==> src/rtl/core/fan_mode_lease_controller_assert.svh <==
// assertion macros used by the fan mode lease controller fan bank
`ifndef FAN_MODE_LEASE_CONTROLLER_ASSERT_SVH
`define FAN_MODE_LEASE_CONTROLLER_ASSERT_SVH

// invariant checked on every clock edge outside reset
`define FMLC_ASSERT_ALWAYS(label, expr) \
  label: assert property (@(posedge clk) disable iff (rst) (expr)) \
    else $error("invariant failed");

// consequence checked in the cycle after the trigger
`define FMLC_ASSERT_NEXT(label, ante, cons) \
  label: assert property (@(posedge clk) disable iff (rst) (ante) |=> (cons)) \
    else $error("next-cycle check failed");

`endif

==> src/rtl/core/fmlc_pkg.sv <==
// types, codes and duty scaling helpers for the fan mode lease controller
`default_nettype none
package fmlc_pkg;

  localparam int NUM_FANS_DEF = 2;
  localparam int DUTY_W       = 7;
  localparam int LEASE_W      = 16;
  localparam int CFG_IDX_W    = 2;
  localparam int CFG_DATA_W   = 16;

  localparam logic [LEASE_W-1:0] LEASE_RESET = 16'd5000;

  // request codes
  localparam logic [2:0] REQ_TICK    = 3'd0;
  localparam logic [2:0] REQ_DUTY_WR = 3'd1;
  localparam logic [2:0] REQ_MODE_WR = 3'd2;
  localparam logic [2:0] REQ_DUTY_RD = 3'd3;
  localparam logic [2:0] REQ_MODE_RD = 3'd4;

  // status codes
  localparam logic [1:0] ST_OK      = 2'd0;
  localparam logic [1:0] ST_INVALID = 2'd1;
  localparam logic [1:0] ST_BUSY    = 2'd2;

  // fan modes
  localparam logic [1:0] MODE_TURBO  = 2'd0;
  localparam logic [1:0] MODE_MANUAL = 2'd1;
  localparam logic [1:0] MODE_AUTO   = 2'd2;

  localparam logic [8:0] DUTY_IN_MAX = 9'd255;
  localparam logic [8:0] MODE_MAX    = 9'd2;

  // configuration register indexes
  localparam logic [CFG_IDX_W-1:0] CFG_LEASE_TICKS = 2'd0;
  localparam logic [CFG_IDX_W-1:0] CFG_WRITES_EN   = 2'd1;

  typedef struct packed {
    logic [2:0] req_type;
    logic       channel;
    logic [8:0] value;
  } req_t;

  typedef struct packed {
    logic [1:0] status;
    logic [7:0] read_data;
    logic       expired;
  } rsp_t;

  typedef struct packed {
    logic [LEASE_W-1:0] lease_ticks;
    logic               writes_enabled;
  } cfg_t;

  // v*100/255 for v in 0..255, reciprocal form exact below 2^16
  function automatic logic [DUTY_W-1:0] duty_to_raw(input logic [7:0] v);
    logic [14:0] x;
    logic [15:0] s;
    x = 15'({7'd0, v} * 15'd100);
    s = 16'(x) + 16'(x[14:8]) + 16'd1;
    return s[14:8];
  endfunction

  // r*255/100, low eight bits; 5243/2^19 is exact for products below 2^15
  function automatic logic [7:0] raw_to_duty(input logic [DUTY_W-1:0] r);
    logic [14:0] y;
    logic [27:0] p;
    y = ({8'd0, r} << 8) - {8'd0, r};
    p = 28'(y) * 28'd5243;
    return p[26:19];
  endfunction

endpackage
`default_nettype wire

==> src/rtl/core/fmlc_cfg_regs.sv <==
// configuration registers: lease length and write enable
`default_nettype none
module fmlc_cfg_regs import fmlc_pkg::*; (
  input  wire logic                  clk,
  input  wire logic                  rst,
  input  wire logic                  cfg_valid,
  output logic                       cfg_ready,
  input  wire logic [CFG_IDX_W-1:0]  cfg_index,
  input  wire logic [CFG_DATA_W-1:0] cfg_data,
  output cfg_t                       cfg
);

  logic [LEASE_W-1:0] lease_ticks;
  logic               writes_enabled;

  assign cfg_ready = 1'b1;
  assign cfg       = '{lease_ticks: lease_ticks, writes_enabled: writes_enabled};

  always_ff @(posedge clk) begin
    if (rst) begin
      lease_ticks    <= LEASE_RESET;
      writes_enabled <= 1'b0;
    end else if (cfg_valid) begin
      unique case (cfg_index)
        CFG_LEASE_TICKS: lease_ticks    <= cfg_data[LEASE_W-1:0];
        CFG_WRITES_EN:   writes_enabled <= cfg_data[0];
        default: ;
      endcase
    end
  end

endmodule
`default_nettype wire

==> src/rtl/core/fmlc_fan_bank.sv <==
// per-fan state with the single-pass request decode, lease and expiry logic
`default_nettype none
`include "fan_mode_lease_controller_assert.svh"
module fmlc_fan_bank import fmlc_pkg::*; #(
  parameter int NUM_FANS = NUM_FANS_DEF
) (
  input  wire logic clk,
  input  wire logic rst,
  input  wire logic fire,
  input  wire req_t req,
  input  wire cfg_t cfg,
  output rsp_t      rsp
);

  logic [DUTY_W-1:0]  duty        [NUM_FANS];
  logic [1:0]         mode        [NUM_FANS];
  logic [NUM_FANS-1:0] active;
  logic [LEASE_W-1:0] left        [NUM_FANS];

  logic [DUTY_W-1:0]  duty_next   [NUM_FANS];
  logic [1:0]         mode_next   [NUM_FANS];
  logic [NUM_FANS-1:0] active_next;
  logic [LEASE_W-1:0] left_next   [NUM_FANS];

  logic [LEASE_W-1:0] left_dec    [NUM_FANS];
  logic               ch_ok, is_tick, is_write, req_bad, we, chk_expiry, due;
  logic               val_ok, apply;
  logic [DUTY_W-1:0]  sel_duty;
  logic [1:0]         sel_mode;
  logic [DUTY_W-1:0]  new_duty;
  logic               lease_mode_ok, duty_ok;

  assign we       = cfg.writes_enabled;
  assign is_tick  = (req.req_type == REQ_TICK);
  assign is_write = (req.req_type == REQ_DUTY_WR) || (req.req_type == REQ_MODE_WR);
  assign ch_ok    = (int'(req.channel) < NUM_FANS);
  assign req_bad  = (req.req_type > REQ_MODE_RD) || (!is_tick && !ch_ok);
  assign new_duty = duty_to_raw(req.value[7:0]);
  assign val_ok   = (req.req_type == REQ_DUTY_WR) ? (req.value <= DUTY_IN_MAX)
                                                  : (req.value <= MODE_MAX);
  assign apply    = is_write && !req_bad && we && val_ok;

  // ticks count down first, writes check the leases as they stand
  assign chk_expiry = we && (is_tick || (is_write && !req_bad));

  always_comb begin
    due      = 1'b0;
    sel_duty = '0;
    sel_mode = '0;
    for (int i = 0; i < NUM_FANS; i++) begin
      left_dec[i] = (is_tick && we && active[i] && (left[i] != '0)) ?
                    left[i] - LEASE_W'(1) : left[i];
      if (chk_expiry && active[i] && (left_dec[i] == '0))
        due = 1'b1;
      if (i == int'(req.channel)) begin
        sel_duty = duty[i];
        sel_mode = mode[i];
      end
    end
  end

  always_comb begin
    for (int i = 0; i < NUM_FANS; i++) begin
      duty_next[i]   = duty[i];
      mode_next[i]   = due ? MODE_AUTO : mode[i];
      active_next[i] = due ? 1'b0 : active[i];
      left_next[i]   = due ? '0 : left_dec[i];
      if (apply && (i == int'(req.channel))) begin
        if (req.req_type == REQ_DUTY_WR) begin
          duty_next[i] = new_duty;
          if (active_next[i])
            left_next[i] = cfg.lease_ticks;
        end else begin
          mode_next[i]   = req.value[1:0];
          active_next[i] = (req.value[1:0] == MODE_MANUAL);
          left_next[i]   = (req.value[1:0] == MODE_MANUAL) ? cfg.lease_ticks : '0;
        end
      end
    end
  end

  always_comb begin
    rsp.status    = ST_OK;
    rsp.read_data = '0;
    rsp.expired   = due;
    priority if (is_tick) begin
      rsp.status = ST_OK;
    end else if (req_bad) begin
      rsp.status = ST_INVALID;
    end else if (req.req_type == REQ_DUTY_RD) begin
      rsp.read_data = raw_to_duty(sel_duty);
    end else if (req.req_type == REQ_MODE_RD) begin
      rsp.read_data = {6'd0, sel_mode};
    end else if (!we) begin
      rsp.status = ST_BUSY;
    end else if (!val_ok) begin
      rsp.status = ST_INVALID;
    end
  end

  always_ff @(posedge clk) begin
    if (rst) begin
      active <= '0;
      for (int i = 0; i < NUM_FANS; i++) begin
        duty[i] <= '0;
        mode[i] <= MODE_AUTO;
        left[i] <= '0;
      end
    end else if (fire) begin
      active <= active_next;
      for (int i = 0; i < NUM_FANS; i++) begin
        duty[i] <= duty_next[i];
        mode[i] <= mode_next[i];
        left[i] <= left_next[i];
      end
    end
  end

  always_comb begin
    lease_mode_ok = 1'b1;
    duty_ok       = 1'b1;
    for (int i = 0; i < NUM_FANS; i++) begin
      if (active[i] && (mode[i] != MODE_MANUAL))
        lease_mode_ok = 1'b0;
      if (duty[i] > DUTY_W'(100))
        duty_ok = 1'b0;
    end
  end

  `FMLC_ASSERT_ALWAYS(a_lease_only_in_manual, lease_mode_ok)
  `FMLC_ASSERT_ALWAYS(a_duty_in_range, duty_ok)
  `FMLC_ASSERT_NEXT(a_tick_expiry_clears, fire && is_tick && due, active == '0)
  `FMLC_ASSERT_NEXT(a_busy_keeps_leases, fire && (rsp.status == ST_BUSY), $stable(active))

endmodule
`default_nettype wire

==> src/rtl/core/fmlc_out_reg.sv <==
// result register between the fan bank and the response channel
`default_nettype none
module fmlc_out_reg import fmlc_pkg::*; (
  input  wire logic clk,
  input  wire logic rst,
  input  wire logic load,
  input  wire rsp_t rsp_in,
  output logic      load_ready,
  output logic      rsp_valid,
  input  wire logic rsp_ready,
  output rsp_t      rsp
);

  logic valid;
  rsp_t data;

  // a waiting result leaves in the same cycle a new one is loaded
  assign load_ready = !valid || rsp_ready;
  assign rsp_valid  = valid;
  assign rsp        = data;

  always_ff @(posedge clk) begin
    if (rst) begin
      valid <= 1'b0;
    end else if (load_ready) begin
      valid <= load;
    end
  end

  always_ff @(posedge clk) begin
    if (load && load_ready) begin
      data <= rsp_in;
    end
  end

endmodule
`default_nettype wire

==> src/rtl/core/fan_mode_lease_controller.sv <==
// top level: fan mode and lease controller
//
//   channel  handshake             payload
//   req      req_valid/req_ready   req (req_type, channel, value)
//   rsp      rsp_valid/rsp_ready   rsp (status, read_data, expired)
//   cfg      cfg_valid/cfg_ready   cfg_index, cfg_data
//
// every request is decoded and applied to the fan state in the cycle it is
// accepted, one per clock while the result register can take it; its result is
// written to that register at the same edge; a new request is taken whenever
// that register is empty or its result is taken in the same cycle
// synchronous reset restores auto mode, zero duty, no leases, lease length 5000
// cfg writes are taken every cycle
`default_nettype none
module fan_mode_lease_controller import fmlc_pkg::*; #(
  parameter int NUM_FANS = NUM_FANS_DEF
) (
  input  wire logic                  clk,
  input  wire logic                  rst,
  input  wire logic                  req_valid,
  output logic                       req_ready,
  input  wire req_t                  req,
  output logic                       rsp_valid,
  input  wire logic                  rsp_ready,
  output rsp_t                       rsp,
  input  wire logic                  cfg_valid,
  output logic                       cfg_ready,
  input  wire logic [CFG_IDX_W-1:0]  cfg_index,
  input  wire logic [CFG_DATA_W-1:0] cfg_data
);

  cfg_t cfg;
  rsp_t rsp_comb;
  logic fire;

  assign fire = req_valid && req_ready;

  fmlc_cfg_regs u_cfg (
    .clk       (clk),
    .rst       (rst),
    .cfg_valid (cfg_valid),
    .cfg_ready (cfg_ready),
    .cfg_index (cfg_index),
    .cfg_data  (cfg_data),
    .cfg       (cfg)
  );

  fmlc_fan_bank #(.NUM_FANS(NUM_FANS)) u_bank (
    .clk  (clk),
    .rst  (rst),
    .fire (fire),
    .req  (req),
    .cfg  (cfg),
    .rsp  (rsp_comb)
  );

  fmlc_out_reg u_out (
    .clk        (clk),
    .rst        (rst),
    .load       (req_valid),
    .rsp_in     (rsp_comb),
    .load_ready (req_ready),
    .rsp_valid  (rsp_valid),
    .rsp_ready  (rsp_ready),
    .rsp        (rsp)
  );

endmodule
`default_nettype wire
==> config.mk <==
export PLATFORM = sky130hd
export DESIGN_NAME = fan_mode_lease_controller
export DESIGN_NICKNAME = d
export VERILOG_FILES = /design/src/rtl/core/fmlc_pkg.sv /design/src/rtl/core/fmlc_cfg_regs.sv /design/src/rtl/core/fmlc_fan_bank.sv /design/src/rtl/core/fmlc_out_reg.sv /design/src/rtl/core/fan_mode_lease_controller.sv
export VERILOG_INCLUDE_DIRS = /design/src /design/src/rtl/core
export SDC_FILE = /design/constraint.sdc
export NUM_CORES = 1
export LEC_CHECK = 0
export BUFFER_PORTS_ARGS = -buffer_cell sky130_fd_sc_hd__clkbuf_2
export CORE_ASPECT_RATIO = 0.8
export CORE_UTILIZATION = 35
export DETAILED_ROUTE_END_ITERATION = 10
export PLACE_DENSITY = 0.61
export SYNTH_ARGS = -nofsm -noshare
export SYNTH_HDL_FRONTEND = slang
export SYNTH_HIERARCHICAL = 1
export SYNTH_SLANG_ARGS = --single-unit
export TNS_END_PERCENT = 20
==> constraint.sdc <==
create_clock -name clk -period 11.4 [get_ports clk]
set_input_delay 0.57 -clock clk [delete_from_list [all_inputs] [get_ports clk]]
set_output_delay 0.57 -clock clk [all_outputs]
set_load 0.02 [all_outputs]
==> impl_metrics.ini, run 1 <==
[logic_synthesis]
syn_area_sq_mm = 0.00963
ys_ff_latch = 81
syn_inst = 1007
synthSimpleGateAreaFrac_pct = 15.3
synth_nets = 1257
async_reset_ff_share_pct = 0
avgSynthCellArea_sq_um = 9.57
synthDistinctLibCells = 74
synth_top_area_cell = edfxtp_1
synth.mux.area_fraction_pct = 3.78
synth_edf_count = 61
synth-compound-area-share_pct = 10.9
synth_top_family_by_area = adder cells
synth_area_leaders = edfxtp_1 (19%), ha_1 (19%), fa_1 (14%), inv_1 (7.2%), dfxtp_1 (4.2%)
yosys.area_share.xor_xnor_pct = 5.00
synth_fa_ha_area_share_pct = 33.1
ys_seq_area_share_pct = 23.2
synth.top_cell.area_share_pct = 19.0
yosysWarningCount = 6
synth_ff_type = edfxtp_1

[clocking]
htreeDepth = 3
cts_buffers = 9
post_cts_buffers = 0
insertion_delay_ns = 0.35
path_clk_slew_ns = 0.07
clockBufferDepth = 2
cts_resized = 0
cts_tree = done
cts.sinks = 81
cts-root-buf = clkbuf_16
ctsHoldBuffers = 0

[grt]
grt_use_met3_pct = 3.31
antenna_found_initial = 0
busiest_layer = met2
met2_usage_pct = 24.1
grtUsageMet1_pct = 23.8
track_usage_pct = 16.1
grt_overflow = 0
grt_max_degree = 42
grt_pass1_wl_microns = 36100
grt_pass1_vias = 6992

[placed_design]
numPortBuffers = 48
place_congestion = 0.873
hpwl_microns = 18100

[floorplanning]
die_height_microns = 150
start_util_pct = 36.1
pin_count = 50
die_w_microns = 187
core_sq_mm = 0.0267
die-area_sq_mm = 0.0282
num_rows = 53

[worst_setup_path]
crit_fanout = 18
worst_setup_path_end_kind = flip-flop
r2r-start = u_bank/duty[0][8]
start_kind = primary input
crit_arrival_ns = 7.66
reg2reg_to = u_out/rsp[8]
critPathKind = primary input to flip-flop
crit_required_ns = 11.49
ff2ff_path_depth = 27
reg2reg_slack_ns = 4.16

[run]
cap_violations = 0

[timing]
worst-slew-pin-transition_ns = 1.22
hold_viol_final = 0
finalMaxSlewViolations = 0
slew_headroom_pct = 17.5
layout_min_cycle_time_ns = 7.57
final.period_utilization_pct = 66.4
finalClockSkew_ns = 0.00594
setup_viol = 0
setup_tns_ns = 0
fmax_mhz = 132
rsz0062_at_grt = false

[finish]
final_cell_mix = inv_1 (184), ha_1 (146), fa_1 (68)
final_common_cell = inv_1
area_growth_pct = 8.78
drive_gt1_share_pct = 8.96
final.fill_count = 2695
fin_nets = 1294

[detailed_routing]
vias = 7135
drc = 0
drt_iter0_drc = 538
drt-pass1-iter-count = 5
vias_per_cell = 5.07
antenna_left = 0
wire_per_inst_microns = 15.5
routed_wirelength_microns = 21900

[hold_path]
hold_start = cfg_data[5]
hold_end = u_cfg/lease_ticks[5]
worstHoldPathType = primary input to flip-flop
holdPathStages = 3

[run_status]
status = finished, final reports clean
## critical path: stages
cell and delay (ns):
clkbuf_2 0.36, mux2i_1 0.64, a21boi_0 0.19, nor3_1 0.86, inv_1 0.22, nand2_1 0.15
xnor2_1 0.22, inv_1 0.22, xnor2_1 0.17, ha_1 0.31, ha_1 0.28, inv_1 0.05
fa_1 0.48, inv_1 0.06, fa_1 0.54, inv_1 0.06, fa_1 0.53, inv_1 0.04
ha_1 0.32, nand2_1 0.10, nand2b_1 0.07, a21o_1 0.18, a21o_1 0.18, o21ai_0 0.29
a31oi_1 0.18, a21oi_1 0.22, xnor2_1 0.13, nor2_1 0.05
## how the worst max path moves through the flow
stage               startpoint           end  slack (ns)  cells past startpoint
floorplan               req[9]  u_out/rsp[6]        4.22                     30
global placement        req[9]  u_out/rsp[6]        3.73                     25
detailed placement      req[9]  u_out/rsp[6]        3.47                     28
CTS                     req[9]  u_out/rsp[6]        3.84                     28
global route            req[9]  u_out/rsp[6]        3.25                     28
finish                  req[9]  u_out/rsp[8]        3.83                     28
## flip-flops by register name, summed over array words and instances, names as in the netlist
signal,flops
u_bank/left,32
u_cfg/lease_ticks,16
u_bank/duty,14
u_out/rsp,11
u_bank/mode,4
u_bank/active,2
u_cfg/writes_enabled,1
u_out/rsp_valid,1
## per-layer routing
| layer | routed length (microns) | share of wire, % | up-vias |
|---|---|---|---|
| li1 | - | - | 3539 |
| met1 | 11300 | 51 | 3400 |
| met2 | 9170 | 42 | 180 |
| met3 | 1160 | 5.3 | 16 |
| met4 | 274 | 1.3 | 0 |
| met5 | 0 | 0 | - |
## area by class of cell
cell class | count | area [sq um] | area share, %
repair buffers | 50 | 255 | 2.44
well taps | 357 | 447 | 4.26
inverters | 184 | 691 | 6.59
multi-input cells | 718 | 6560 | 62.6
flip-flops and latches | 81 | 2230 | 21.3
clock buffers | 10 | 239 | 2.28
clock inverters | 6 | 57.6 | 0.549
diodes | 1 | 2.50 | 0.0239
## cell families (layout without fill, tap and decap cells)
group	Yosys count	after routing
flip-flops	81	81
AND/OR/NAND/NOR	269	269
multiplexers	36	36
adder cells (fa/ha/maj)	214	214
XOR/XNOR	55	55
AO/OA/AOI/OAI	143	143
buffers and inverters	208	250
other	1	2
## through the flow
stage	instances	util, %	setup slack, ns	hold WS [ns]	area (sq um)
global placement	1390	38.2	3.73	0.513	10200
floorplan	1007	-	4.22	0.453	9630
global route	1406	39.3	3.25	0.460	10500
CTS	1406	39.3	3.84	0.441	10500
finish	1407	39.3	3.83	0.457	10500
detailed placement	1390	38.2	3.47	0.527	10200
## synth_stat cells (4+ instances only)
library cell,count
nor2_1,65
o2bb2ai_1,12
edfxtp_1,61
nor3_1,26
a211oi_1,4
or2_2,7
nor2b_1,6
or4_1,8
mux2i_1,33
inv_1,184
dfxtp_1,20
clkbuf_1,8
xor2_1,16
nand4_1,7
and2_1,9
xnor2_1,39
a31oi_1,5
o21ai_1,4
a32o_1,12
nand2_1,36
a21oi_1,25
fa_1,68
and3_1,4
a21o_1,9
or3_1,13
nand2b_1,30
o21a_1,4
nor4_1,8
o211ai_1,4
buf_6,4
nand3_1,24
buf_2,6
nor3b_1,5
ha_1,146
o21ai_0,27
Power of run 1 is left out: the tool's default activity adds up to more than one toggle a clock period on the data nets, which glitch-free logic cannot reach.
==> run 2: changes to the inputs <==
--- a/config.mk
+++ b/config.mk
@@ -10,7 +10,7 @@
 export CORE_ASPECT_RATIO = 0.8
 export CORE_UTILIZATION = 35
 export DETAILED_ROUTE_END_ITERATION = 10
-export PLACE_DENSITY = 0.61
+export PLACE_DENSITY = 0.62
 export SYNTH_ARGS = -nofsm -noshare
 export SYNTH_HDL_FRONTEND = slang
 export SYNTH_HIERARCHICAL = 1
==> constraint.sdc (replaced) <==
create_clock -name clk -period 6.3 [get_ports clk]
set_input_delay 0.315 -clock clk [delete_from_list [all_inputs] [get_ports clk]]
set_output_delay 0.315 -clock clk [all_outputs]
set_load 0.02 [all_outputs]
==> run 2 against run 1 <==
  * Wire length rose by 0.88%
  * Register-to-register slack got worse by 3.7 ns
  * First-iteration DRC count rose by 4.1%
  * Count of clock-buffer cells in the layout did not move
  * Critical path depth fell by 7
  * Worst hold slack got worse by 0.25 ns
  * Die area did not move
  * Sequential share of layout area fell by 0.62 points
  * Final area rose by 3.0%
  * Core utilization rose by 1.2 points
  * Via count rose by 1.4%
  * Setup slack got worse by 3.4 ns
  * Critical endpoint is now u_out/rsp[2]
  * Highest routed layer unchanged
==> impl_metrics.ini, run 2 (synthesis gave the netlist of run 1 again) <==
[detailed_routing]
vias_per_cell = 5.03
drt-pass1-iter-count = 5
vias = 7236
antenna_left = 0
drc = 0
wire_per_inst_microns = 15.3
drt_iter0_drc = 560
routed_wirelength_microns = 22100

[finish]
area_growth_pct = 12.0
largest_register = u_bank/left
final_cell_mix = inv_1 (184), ha_1 (146), fa_1 (68)
largest_reg_flops = 32
fin_nets = 1326
seq_area_sq_mm = 0.00223
drive_gt1_share_pct = 12.3
n_antenna_cell = 0
final_common_cell = inv_1
multiInputGateArea_sq_mm = 0.00663
final.fill_count = 2678
top_regs = u_bank/left: 32 flops, u_cfg/lease_ticks: 16 flops, u_bank/duty: 14 flops

[timing]
finalClockSkew_ns = 0.0108
fmax_mhz = 170
slew_headroom_pct = 13.7
setup_viol = 0
hold_viol_final = 0
finalMaxSlewViolations = 0
final.period_utilization_pct = 93.2
worst_slack_ns = 0.431
layout_min_cycle_time_ns = 5.87
rsz0062_at_grt = false
worst-slew-pin-transition_ns = 1.28

[clocking]
clockBufferDepth = 2
cts-root-buf = clkbuf_16
cts_resized = 0
cts_buffers = 9
cts_tree = done
htreeDepth = 3
cts.sinks = 81
ctsHoldBuffers = 0
insertion_delay_ns = 0.34
post_cts_buffers = 0
path_clk_slew_ns = 0.07

[grt]
grt_overflow = 0
antenna_found_initial = 0
grt_max_degree = 42
grt_pass1_vias = 6997
track_usage_pct = 16.3
grt_pass1_wl_microns = 36400

[floorplanning]
die_w_microns = 187
core_sq_mm = 0.0267
num_rows = 53
die_height_microns = 150
start_util_pct = 36.1
die-area_sq_mm = 0.0282
pin_count = 50

[worst_setup_path]
cp_top_family = adder cells
crit_buf_inv = 6
crit_required_ns = 6.35
crit_fanout = 6
crit_path_max_incr_delay_ns = 0.55
critical_path.cell_chain = o31ai_1 > buf_4 > nand4_1 > mux2i_1 > buf_4 > inv_1 > fa_1 > inv_1 > ha_1 > fa_1 > fa_1 > inv_1 > fa_1 > inv_1 > ha_1 > a211o_1 > nor3_1 > nand3_1 > a31oi_1 > xor2_1 > o22ai_1
crit_arrival_ns = 5.92
crit_slowest_cell = fa_1
start_kind = flip-flop
worst_setup_path_end_kind = flip-flop
critPathKind = flip-flop to flip-flop

[run_status]
status = finished, final reports clean

[placed_design]
hpwl_microns = 18300
numPortBuffers = 48
place_worst_setup_slack_ns = -0.0371
place_congestion = 0.937

[run]
cap_violations = 0

[hold_path]
worstHoldPathType = primary input to flip-flop
## run 2: path summary, 6_finish.rpt
kind,start,slack (ns),cells after the start,to
max reg2reg,u_bank/duty[0][3],0.43,21,u_out/rsp[2]
min reg2reg,u_cfg/lease_ticks[13],0.53,2,u_cfg/lease_ticks[13]
min,cfg_data[6],0.20,3,u_cfg/lease_ticks[6]
max,u_bank/duty[0][3],0.43,21,u_out/rsp[2]
## run 2: metrics by stage
stage | setup TNS, ns | hold slack, ns | std cells | utilization (%) | area (sq um)
detailed placement | -0.0705 | 0.518 | 1422 | 39.3 | 10500
CTS | 0 | 0.194 | 1438 | 40.4 | 10800
floorplan | 0 | 0.377 | 1007 | - | 9680
finish | 0 | 0.203 | 1438 | 40.5 | 10800
global placement | 0 | 0.509 | 1422 | 39.3 | 10500
global route | 0 | 0.210 | 1438 | 40.5 | 10800
## run 2: area by class of cell
cell class | instances | share of cell area [%]
clock buffers | 10 | 2.12
flip-flops and latches | 81 | 20.7
clock inverters | 6 | 0.684
inverters | 184 | 6.40
repair buffers | 82 | 4.59
well taps | 357 | 4.14
multi-input cells | 718 | 61.4
## run 2: worst min-delay path: stages
cell	delay, ns
clkbuf_2	0.08
nand2b_1	0.05
mux2i_1	0.06
## run 2: metal layers
metal / vias up / global-route usage [%] / share of wire (%) / wire [microns]
li1: 3608 / - / - / -
met1: 3432 / 24.6 / 52 / 11400
met2: 182 / 24.1 / 41 / 9120
met3: 14 / 3.12 / 6.0 / 1330
met4: 0 / 3.01 / 0.97 / 213
met5: - / 0 / 0 / 0
Power of run 2 is left out for the same reason.
